### src/sv/ire_pkg.sv
package ire_pkg;

  localparam int TokenCount = 13;
  localparam logic [15:0] MaxValue = 16'd3999;

  typedef logic [3:0] token_idx_t;
  typedef logic [6:0] char_t;
  typedef logic [11:0] rem_t;

  localparam char_t CharNone = 7'h00;
  localparam char_t CharI = 7'h49;
  localparam char_t CharV = 7'h56;
  localparam char_t CharX = 7'h58;
  localparam char_t CharL = 7'h4C;
  localparam char_t CharC = 7'h43;
  localparam char_t CharD = 7'h44;
  localparam char_t CharM = 7'h4D;

  // One queued job: the classified value as handed from front to back.
  typedef struct packed {
    logic error;
    rem_t value;
  } ire_job_t;

  function automatic rem_t tok_value(input token_idx_t idx);
    rem_t v;
    unique case (idx)
      4'd0: v = 12'd1000;
      4'd1: v = 12'd900;
      4'd2: v = 12'd500;
      4'd3: v = 12'd400;
      4'd4: v = 12'd100;
      4'd5: v = 12'd90;
      4'd6: v = 12'd50;
      4'd7: v = 12'd40;
      4'd8: v = 12'd10;
      4'd9: v = 12'd9;
      4'd10: v = 12'd5;
      4'd11: v = 12'd4;
      default: v = 12'd1;
    endcase
    return v;
  endfunction

  function automatic char_t tok_first(input token_idx_t idx);
    char_t c;
    unique case (idx)
      4'd0: c = CharM;
      4'd1: c = CharC;
      4'd2: c = CharD;
      4'd3: c = CharC;
      4'd4: c = CharC;
      4'd5: c = CharX;
      4'd6: c = CharL;
      4'd7: c = CharX;
      4'd8: c = CharX;
      4'd9: c = CharI;
      4'd10: c = CharV;
      4'd11: c = CharI;
      default: c = CharI;
    endcase
    return c;
  endfunction

  // CharNone marks a one-letter token.
  function automatic char_t tok_second(input token_idx_t idx);
    char_t c;
    unique case (idx)
      4'd1: c = CharM;
      4'd3: c = CharD;
      4'd5: c = CharC;
      4'd7: c = CharL;
      4'd9: c = CharX;
      4'd11: c = CharV;
      default: c = CharNone;
    endcase
    return c;
  endfunction

endpackage

### src/sv/ire_value_if.sv
interface ire_value_if;
  logic valid;
  logic ready;
  logic [15:0] value;

  modport source (output valid, output value, input ready);
  modport sink (input valid, input value, output ready);
endinterface

### src/sv/ire_letter_if.sv
interface ire_letter_if;
  logic valid;
  logic ready;
  logic [6:0] letter;
  logic last;
  logic error;

  modport source (output valid, output letter, output last, output error, input ready);
  modport sink (input valid, input letter, input last, input error, output ready);
endinterface

### src/sv/ire_front.sv
module ire_front
  import ire_pkg::*;
(
  ire_value_if.sink item,
  input  logic      full,
  output logic      push,
  output ire_job_t  job
);

  always_comb begin
    item.ready = !full;
    push = item.valid && !full;
    job.error = (item.value == 16'd0) || (item.value > MaxValue);
    job.value = item.value[11:0];
  end

endmodule

### src/sv/ire_queue.sv
module ire_queue
  import ire_pkg::*;
(
  input  logic     clk,
  input  logic     rst,
  input  logic     push,
  input  ire_job_t push_job,
  output logic     full,
  input  logic     pop,
  output logic     avail,
  output ire_job_t head
);

  ire_job_t entries [2];
  logic wr_ptr;
  logic rd_ptr;
  logic [1:0] count;

  always_comb begin
    full = count[1];
    avail = count != 2'd0;
    head = entries[rd_ptr];
  end

  always_ff @(posedge clk) begin
    if (push) begin
      entries[wr_ptr] <= push_job;
    end
  end

  always_ff @(posedge clk) begin
    if (rst) begin
      wr_ptr <= 1'b0;
      rd_ptr <= 1'b0;
      count <= 2'd0;
    end else begin
      if (push) begin
        wr_ptr <= !wr_ptr;
      end
      if (pop) begin
        rd_ptr <= !rd_ptr;
      end
      if (push && !pop) begin
        count <= count + 2'd1;
      end else if (pop && !push) begin
        count <= count - 2'd1;
      end
    end
  end

endmodule

### src/sv/ire_back.sv
module ire_back
  import ire_pkg::*;
(
  input  logic      clk,
  input  logic      rst,
  input  logic      avail,
  input  ire_job_t  head,
  output logic      pop,
  ire_letter_if.source result
);

  logic busy;
  logic busy_next;
  rem_t remaining;
  rem_t remaining_next;
  logic pending;
  logic pending_next;
  char_t pending_char;
  char_t pending_char_next;

  logic out_valid;
  char_t out_letter;
  logic out_last;
  logic out_error;

  logic out_load;
  logic advance;
  rem_t cur_rem;
  token_idx_t sel;
  rem_t diff;
  char_t second;
  char_t step_letter;
  logic step_last;
  logic step_error;

  // Largest token that still fits; the compares are independent of each other.
  always_comb begin
    cur_rem = busy ? remaining : head.value;
    sel = token_idx_t'(TokenCount - 1);
    for (int i = TokenCount - 1; i >= 0; i--) begin
      if (cur_rem >= tok_value(token_idx_t'(i))) begin
        sel = token_idx_t'(i);
      end
    end
    diff = cur_rem - tok_value(sel);
    second = tok_second(sel);
  end

  always_comb begin
    out_load = !out_valid || result.ready;
    advance = out_load && (busy || avail);
    pop = out_load && !busy && avail;

    busy_next = busy;
    remaining_next = remaining;
    pending_next = pending;
    pending_char_next = pending_char;
    step_letter = CharNone;
    step_last = 1'b1;
    step_error = 1'b0;

    if (advance) begin
      if (!busy && head.error) begin
        step_error = 1'b1;
      end else if (busy && pending) begin
        step_letter = pending_char;
        step_last = remaining == 12'd0;
        pending_next = 1'b0;
        busy_next = !step_last;
      end else begin
        step_letter = tok_first(sel);
        remaining_next = diff;
        pending_next = second != CharNone;
        pending_char_next = second;
        step_last = (second == CharNone) && (diff == 12'd0);
        busy_next = !step_last;
      end
    end
  end

  always_ff @(posedge clk) begin
    if (rst) begin
      busy <= 1'b0;
      pending <= 1'b0;
      out_valid <= 1'b0;
    end else begin
      busy <= busy_next;
      pending <= pending_next;
      if (out_load) begin
        out_valid <= advance;
      end
    end
  end

  always_ff @(posedge clk) begin
    remaining <= remaining_next;
    pending_char <= pending_char_next;
    if (advance) begin
      out_letter <= step_letter;
      out_last <= step_last;
      out_error <= step_error;
    end
  end

  always_comb begin
    result.valid = out_valid;
    result.letter = out_letter;
    result.last = out_last;
    result.error = out_error;
  end

endmodule

### src/sv/integer_to_roman_encoder_unit.sv
// Converts each accepted 16-bit value to its Roman numeral, one ASCII letter
// per result beat in writing order, with last set on the final letter; a value
// of 0 or above 3999 gives one beat with letter 0, last and error set. The
// front classifies a value in the cycle it is accepted and places it in a
// two-entry queue, so new values are taken while the back is still emitting.
// The back sequencer produces one letter per cycle while the sink takes them,
// and a numeral has 1 to 15 letters (15 for 3888); an error gives a single
// beat. The output register holds a beat while the sink stalls, and the back
// pauses with it.
module integer_to_roman_encoder_unit
  import ire_pkg::*;
(
  input  logic clk,
  input  logic rst,
  ire_value_if.sink item,
  ire_letter_if.source result
);

  logic push;
  logic full;
  logic pop;
  logic avail;
  ire_job_t push_job;
  ire_job_t head;

  ire_front u_front (
    .item (item),
    .full (full),
    .push (push),
    .job  (push_job)
  );

  ire_queue u_queue (
    .clk      (clk),
    .rst      (rst),
    .push     (push),
    .push_job (push_job),
    .full     (full),
    .pop      (pop),
    .avail    (avail),
    .head     (head)
  );

  ire_back u_back (
    .clk    (clk),
    .rst    (rst),
    .avail  (avail),
    .head   (head),
    .pop    (pop),
    .result (result)
  );

endmodule
### src/flat_wrapper.sv
// flat-port wrapper written by rule: the top's interface ports become plain ports
module integer_to_roman_encoder_unit_flat import ire_pkg::*;
  (clk, rst, item_valid, item_value, item_ready, result_valid, result_letter, result_last, result_error, result_ready);
  ire_value_if item_i ();
  ire_letter_if result_i ();
  input  logic clk;
  input  logic rst;
  input wire logic [$bits(item_i.valid)-1:0] item_valid;
  input wire logic [$bits(item_i.value)-1:0] item_value;
  output wire logic [$bits(item_i.ready)-1:0] item_ready;
  output wire logic [$bits(result_i.valid)-1:0] result_valid;
  output wire logic [$bits(result_i.letter)-1:0] result_letter;
  output wire logic [$bits(result_i.last)-1:0] result_last;
  output wire logic [$bits(result_i.error)-1:0] result_error;
  input wire logic [$bits(result_i.ready)-1:0] result_ready;
  assign item_i.valid = item_valid;
  assign item_i.value = item_value;
  assign item_ready = item_i.ready;
  assign result_valid = result_i.valid;
  assign result_letter = result_i.letter;
  assign result_last = result_i.last;
  assign result_error = result_i.error;
  assign result_i.ready = result_ready;
  integer_to_roman_encoder_unit u_core (.clk(clk), .rst(rst), .item(item_i), .result(result_i));
endmodule
### config.mk
export PLATFORM = sky130hd
export DESIGN_NAME = integer_to_roman_encoder_unit_flat
export DESIGN_NICKNAME = d
export VERILOG_FILES = /design/src/sv/ire_pkg.sv /design/src/sv/ire_value_if.sv /design/src/sv/ire_letter_if.sv /design/src/sv/ire_front.sv /design/src/sv/ire_queue.sv /design/src/sv/ire_back.sv /design/src/sv/integer_to_roman_encoder_unit.sv /design/src/flat_wrapper.sv
export SDC_FILE = /design/constraint.sdc
export NUM_CORES = 1
export LEC_CHECK = 0
export BUFFER_PORTS_ARGS = -buffer_cell sky130_fd_sc_hd__buf_2
export CAP_MARGIN = 20
export CORE_AREA = 2 2 78 80
export DETAILED_ROUTE_END_ITERATION = 8
export DIE_AREA = 0 0 80 82
export PLACE_DENSITY = 0.84
export SYNTH_ARGS = -nofsm -noshare
export SYNTH_HDL_FRONTEND = slang
export SYNTH_SLANG_ARGS = --single-unit
### constraint.sdc
create_clock -name clk -period 14.1 [get_ports clk]
set_input_delay 2.82 -clock clk [delete_from_list [all_inputs] [get_ports clk]]
set_output_delay 2.82 -clock clk [all_outputs]
set_load 0.05 [all_outputs]
==> insert_results.sql <==
INSERT INTO impl_metrics (metric_group, metric, value, unit) VALUES
('power_and_ir_drop', 'power.internal', '0.000588', 'W'),
('worst_hold_path', 'worstHoldPathType', 'reg -> reg', ''),
('sta', 'worst_slew_margin_rel', '30.0', '%'),
('worst_hold_path', 'min_from', 'u_core.u_queue.rd_ptr$_SDFFE_PP0P_', ''),
('placement', 'pre_cts_slack', '8.14', 'ns'),
('sta', 'slew_worst_pin', '1.05', 'ns'),
('yosys', 'synth_nets', '379', ''),
('power_and_ir_drop', 'power.switching', '0.000463', 'W'),
('yosys', 'synth_area_per_cell', '10.5', 'um2'),
('detailed_routing', 'detail_route.drc_violations', '0', ''),
('clock_tree', 'cts_inserted_buffers', '9', ''),
('detailed_routing', 'firstDrtPassIters', '5', ''),
('cells_and_area', 'most_frequent_standard_cell_in_the_layout_excluding_fill_and_tap_cells', 'edfxtp_1', ''),
('global_route', 'global_route_overflow', '0', ''),
('power_and_ir_drop', 'power.share.switching', '44.0', '%'),
('sta', 'hold_violations', '0', ''),
('setup_path', 'worst_path_class_setup', 'reg -> reg', ''),
('setup_path', 'rr_startpoint', 'u_core.u_back.busy$_SDFFE_PP0P_', ''),
('floorplan', 'die_width', '80', 'um'),
('power_and_ir_drop', 'sequential_share_of_power', '28.3', '%'),
('power_and_ir_drop', 'irDropWorstVdd', '0.158', 'mV'),
('power_and_ir_drop', 'power.density_cell_area', '260', 'nW/um2'),
('cells_and_area', 'num_antenna_cells', '0', ''),
('power_and_ir_drop', 'p_clk_share', '18.6', '%'),
('setup_path', 'crit_path_max_incr_delay', '1.02', 'ns'),
('detailed_routing', 'drt-vias-per-instance', '6.47', ''),
('global_route', 'wire_length_of_the_first_global_routing_pass', '13600', 'um'),
('clock_tree', 'htree_num_levels', '3', ''),
('global_route', 'groute.usage.overall', '28.0', '%'),
('sta', 'final.min_clock_period', '6.02', 'ns'),
('yosys', 'postSynthRegisterBits', '60', ''),
('setup_path', 'critical_path.cell_chain', 'o21ai_0 -> buf_2 -> or4_4 -> o41ai_4 -> o21a_2 -> o21ai_2 -> inv_1 -> ha_1 -> a32oi_1 -> ha_1 -> nor2b_1 -> o21ai_0 -> a21boi_0 -> o21ai_0 -> a211o_1 -> nand3_1 -> and4b_1 -> or3_1', ''),
('status', 'run_status', 'finished, final reports clean', ''),
('setup_path', 'timing.critical_path.fanout_max', '32', ''),
('sta', 'slew_viol_final', '0', ''),
('clock_tree', 'clkSinkCount', '60', ''),
('sta', 'setup_slack', '8.08', 'ns'),
('clock_tree', 'cts.path.max_buffers', '2', ''),
('clock_tree', 'tritoncts', 'yes', ''),
('sta', 'grt_setup_unrepaired', 'false', ''),
('global_route', 'grt_start_max_net_pins', '33', ''),
('detailed_routing', 'wire_per_inst', '19.1', 'um'),
('yosys', 'synthesis.instances', '343', ''),
('clock_tree', 'cts-hold-fix-buffers', '0', ''),
('cells_and_area', 'finish.net_count', '411', ''),
('setup_path', 'required', '14.19', 'ns'),
('yosys', 'synth.distinct_cells', '68', ''),
('yosys', 'synth-edff-count', '52', ''),
('placement', 'finalWeightedCongestion', '0.971', ''),
('detailed_routing', 'routed-via-count', '2942', ''),
('floorplan', 'rows', '28', ''),
('floorplan', 'die_height', '82', 'um'),
('cells_and_area', 'proportion_of_layout_cells_with_a_drive_suffix_above_1', '16.1', '%'),
('floorplan', 'floorplan.die_area', '6560', 'um2'),
('floorplan', 'placeableCoreArea', '5750', 'um2'),
('detailed_routing', 'route.final.wire_length', '8710', 'um'),
('cells_and_area', 'layout_common_cells', '52 x edfxtp_1, 33 x nor2_1, 30 x buf_2, 26 x nand2_1, 17 x o21ai_0', ''),
('floorplan', 'starting_utilization_of_the_core_area', '62.6', '%'),
('setup_path', 'timing.critical_path.to_type', 'flip-flop', ''),
('worst_hold_path', 'hold-path-cell-count', '2', ''),
('setup_path', 'arrival', '6.11', 'ns'),
('power_and_ir_drop', 'comb_power_share', '53.1', '%'),
('worst_hold_path', 'worstHoldEndpoint', 'u_core.u_queue.rd_ptr$_SDFFE_PP0P_', ''),
('job', 'max-cap-violations', '0', ''),
('setup_path', 'reg2reg_to', 'u_core.u_back.result.last$_SDFFCE_PP1P_', ''),
('yosys', 'yosysWarnings', '0', ''),
('clock_tree', 'clk_pin_slew_worst_paths', '0.08', 'ns'),
('sta', 'setup_viol', '0', ''),
('placement', 'place.detailed.hpwl', '6500', 'um'),
('cells_and_area', 'flow.area_growth_from_synthesis', '12.4', '%'),
('setup_path', 'critical-path-slowest-cell', 'dfxtp_1', '');
==> how the worst max path moves through the flow <==
stage / from / end
global placement: u_core.u_back.busy$_SDFFE_PP0P_ / u_core.u_back.result.last$_SDFFCE_PP1P_
global route: u_core.u_back.busy$_SDFFE_PP0P_ / u_core.u_back.result.last$_SDFFCE_PP1P_
detailed placement: u_core.u_back.busy$_SDFFE_PP0P_ / u_core.u_back.result.last$_SDFFCE_PP1P_
finish: u_core.u_back.busy$_SDFFE_PP0P_ / u_core.u_back.result.last$_SDFFCE_PP1P_
floorplan: u_core.u_back.busy$_SDFFE_PP0P_ / u_core.u_back.result.last$_SDFFCE_PP1P_
CTS: u_core.u_back.busy$_SDFFE_PP0P_ / u_core.u_back.result.last$_SDFFCE_PP1P_
==> synth_stat cells (2+ instances only) <==
library cell  number  area, um2
edfxtp_1          52       1560
nor2_1            33        124
nand4_1            2       12.5
nor4_1            12       75.1
a2111oi_0          2       17.5
mux2i_1           14        140
nand3_1            6       30.0
or4_1              2       15.0
xor2_1             6       52.6
a311o_1            2       20.0
and2_1             6       37.5
a21boi_0           3       22.5
nor3b_1            2       15.0
a211o_1            2       17.5
o21ai_1            5       25.0
o21a_1            11       82.6
a21oi_1           12       60.1
nand2_1           26       97.6
a22oi_1            2       15.0
inv_1             14       52.6
o21ai_0           17       85.1
and3_1             4       25.0
nor3_1             8       40.0
ha_1              15        188
clkbuf_1           5       18.8
nand2b_1           4       25.0
nor4b_1            4       35.0
buf_4              3       22.5
o311ai_0           4       35.0
or3_1              8       50.1
a31o_2             2       17.5
o211ai_1           3       22.5
a21o_1             2       15.0
nor2b_1            4       25.0
a211oi_1           3       22.5
dfxtp_1            8        160
xnor2_1            4       35.0
==> through the flow <==
| step | hold WS, ns | instances | power [W] | area, um2 | utilization, % |
|---|---|---|---|---|---|
| 6_report | 0.521 | 455 | 0.00105 | 4040 | 70.4 |
| 5_1_grt | 0.563 | 455 | 0.00112 | 4040 | 70.4 |
| 4_1_cts | 0.518 | 454 | 0.00104 | 4040 | 70.3 |
| 3_5_place_dp | 0.497 | 438 | 0.000849 | 3790 | 65.9 |
| 3_3_place_gp | 0.489 | 437 | 0.000838 | 3780 | 65.9 |
| 2_1_floorplan | 0.472 | 343 | 0.000720 | 3600 | - |
==> kinds of logic after synthesis <==
kind of cell    Yosys count  share of synthesized area [%]
flops                    60                           47.8
other cells               1                          0.104
fa+ha+maj                16                           5.77
simple gates            128                           18.6
mux                      17                           5.25
xor+xnor                 10                           2.43
buf+inv                  26                           3.27
compound gates           85                           16.8
==> final cells by class <==
class / instances / area (um2)
multi-input cells: 257 / 1760
clock inverters: 7 / 124
fillers: 439 / 1700
well taps: 75 / 93.8
flip-flops and latches: 60 / 1720
inverters: 15 / 56.3
repair buffers: 32 / 165
clock buffers: 9 / 124
==> power groups by stage <==
| stage | registers [W] | logic (W) | clock network [W] |
|---|---|---|---|
| floorplan | 0.000328 | 0.000392 | 0 |
| global placement | 0.000298 | 0.000540 | 0 |
| detailed placement | 0.000301 | 0.000548 | 0 |
| CTS | 0.000298 | 0.000549 | 0.000196 |
| global route | 0.000303 | 0.000613 | 0.000202 |
| finish | 0.000298 | 0.000558 | 0.000195 |
==> worst max-delay path, delay by kind of cell, from the launching register on <==
| kind | cells | cell delay (ns) |
|---|---|---|
| buffers and inverters | 2 | 0.43 |
| adder cells (fa/ha/maj) | 2 | 0.60 |
| flip-flops | 1 | 1.02 |
| AND/OR/NAND/NOR | 5 | 1.26 |
| AO/OA/AOI/OAI | 9 | 2.45 |
==> sequential cells by signal (all words and copies together) (netlist names), named ones only <==
register                     flops
u_core.u_queue.rd_ptr            1
u_core.u_queue.count             2
u_core.u_back.result.error       1
u_core.u_back.remaining         12
u_core.u_back.busy               1
u_core.u_back.result.valid       1
u_core.u_back.result.letter      6
u_core.u_back.result.last        1
u_core.u_queue.entries          26
u_core.u_back.pending            1
u_core.u_back.pending_char       6
u_core.u_queue.wr_ptr            1
==> layer usage <==
| metal | vias to the layer above | part of all wire, % | wire, um | track usage, % |
|---|---|---|---|---|
| met5 | - | 0 | 0 | 0 |
| met4 | 0 | 3.5 | 301 | 14.2 |
| met3 | 28 | 8.0 | 697 | 5.60 |
| met2 | 169 | 48 | 4190 | 44.8 |
| met1 | 1367 | 40 | 3530 | 36.4 |
| li1 | 1378 | - | - | - |
(Power assumes the default switching activity.)
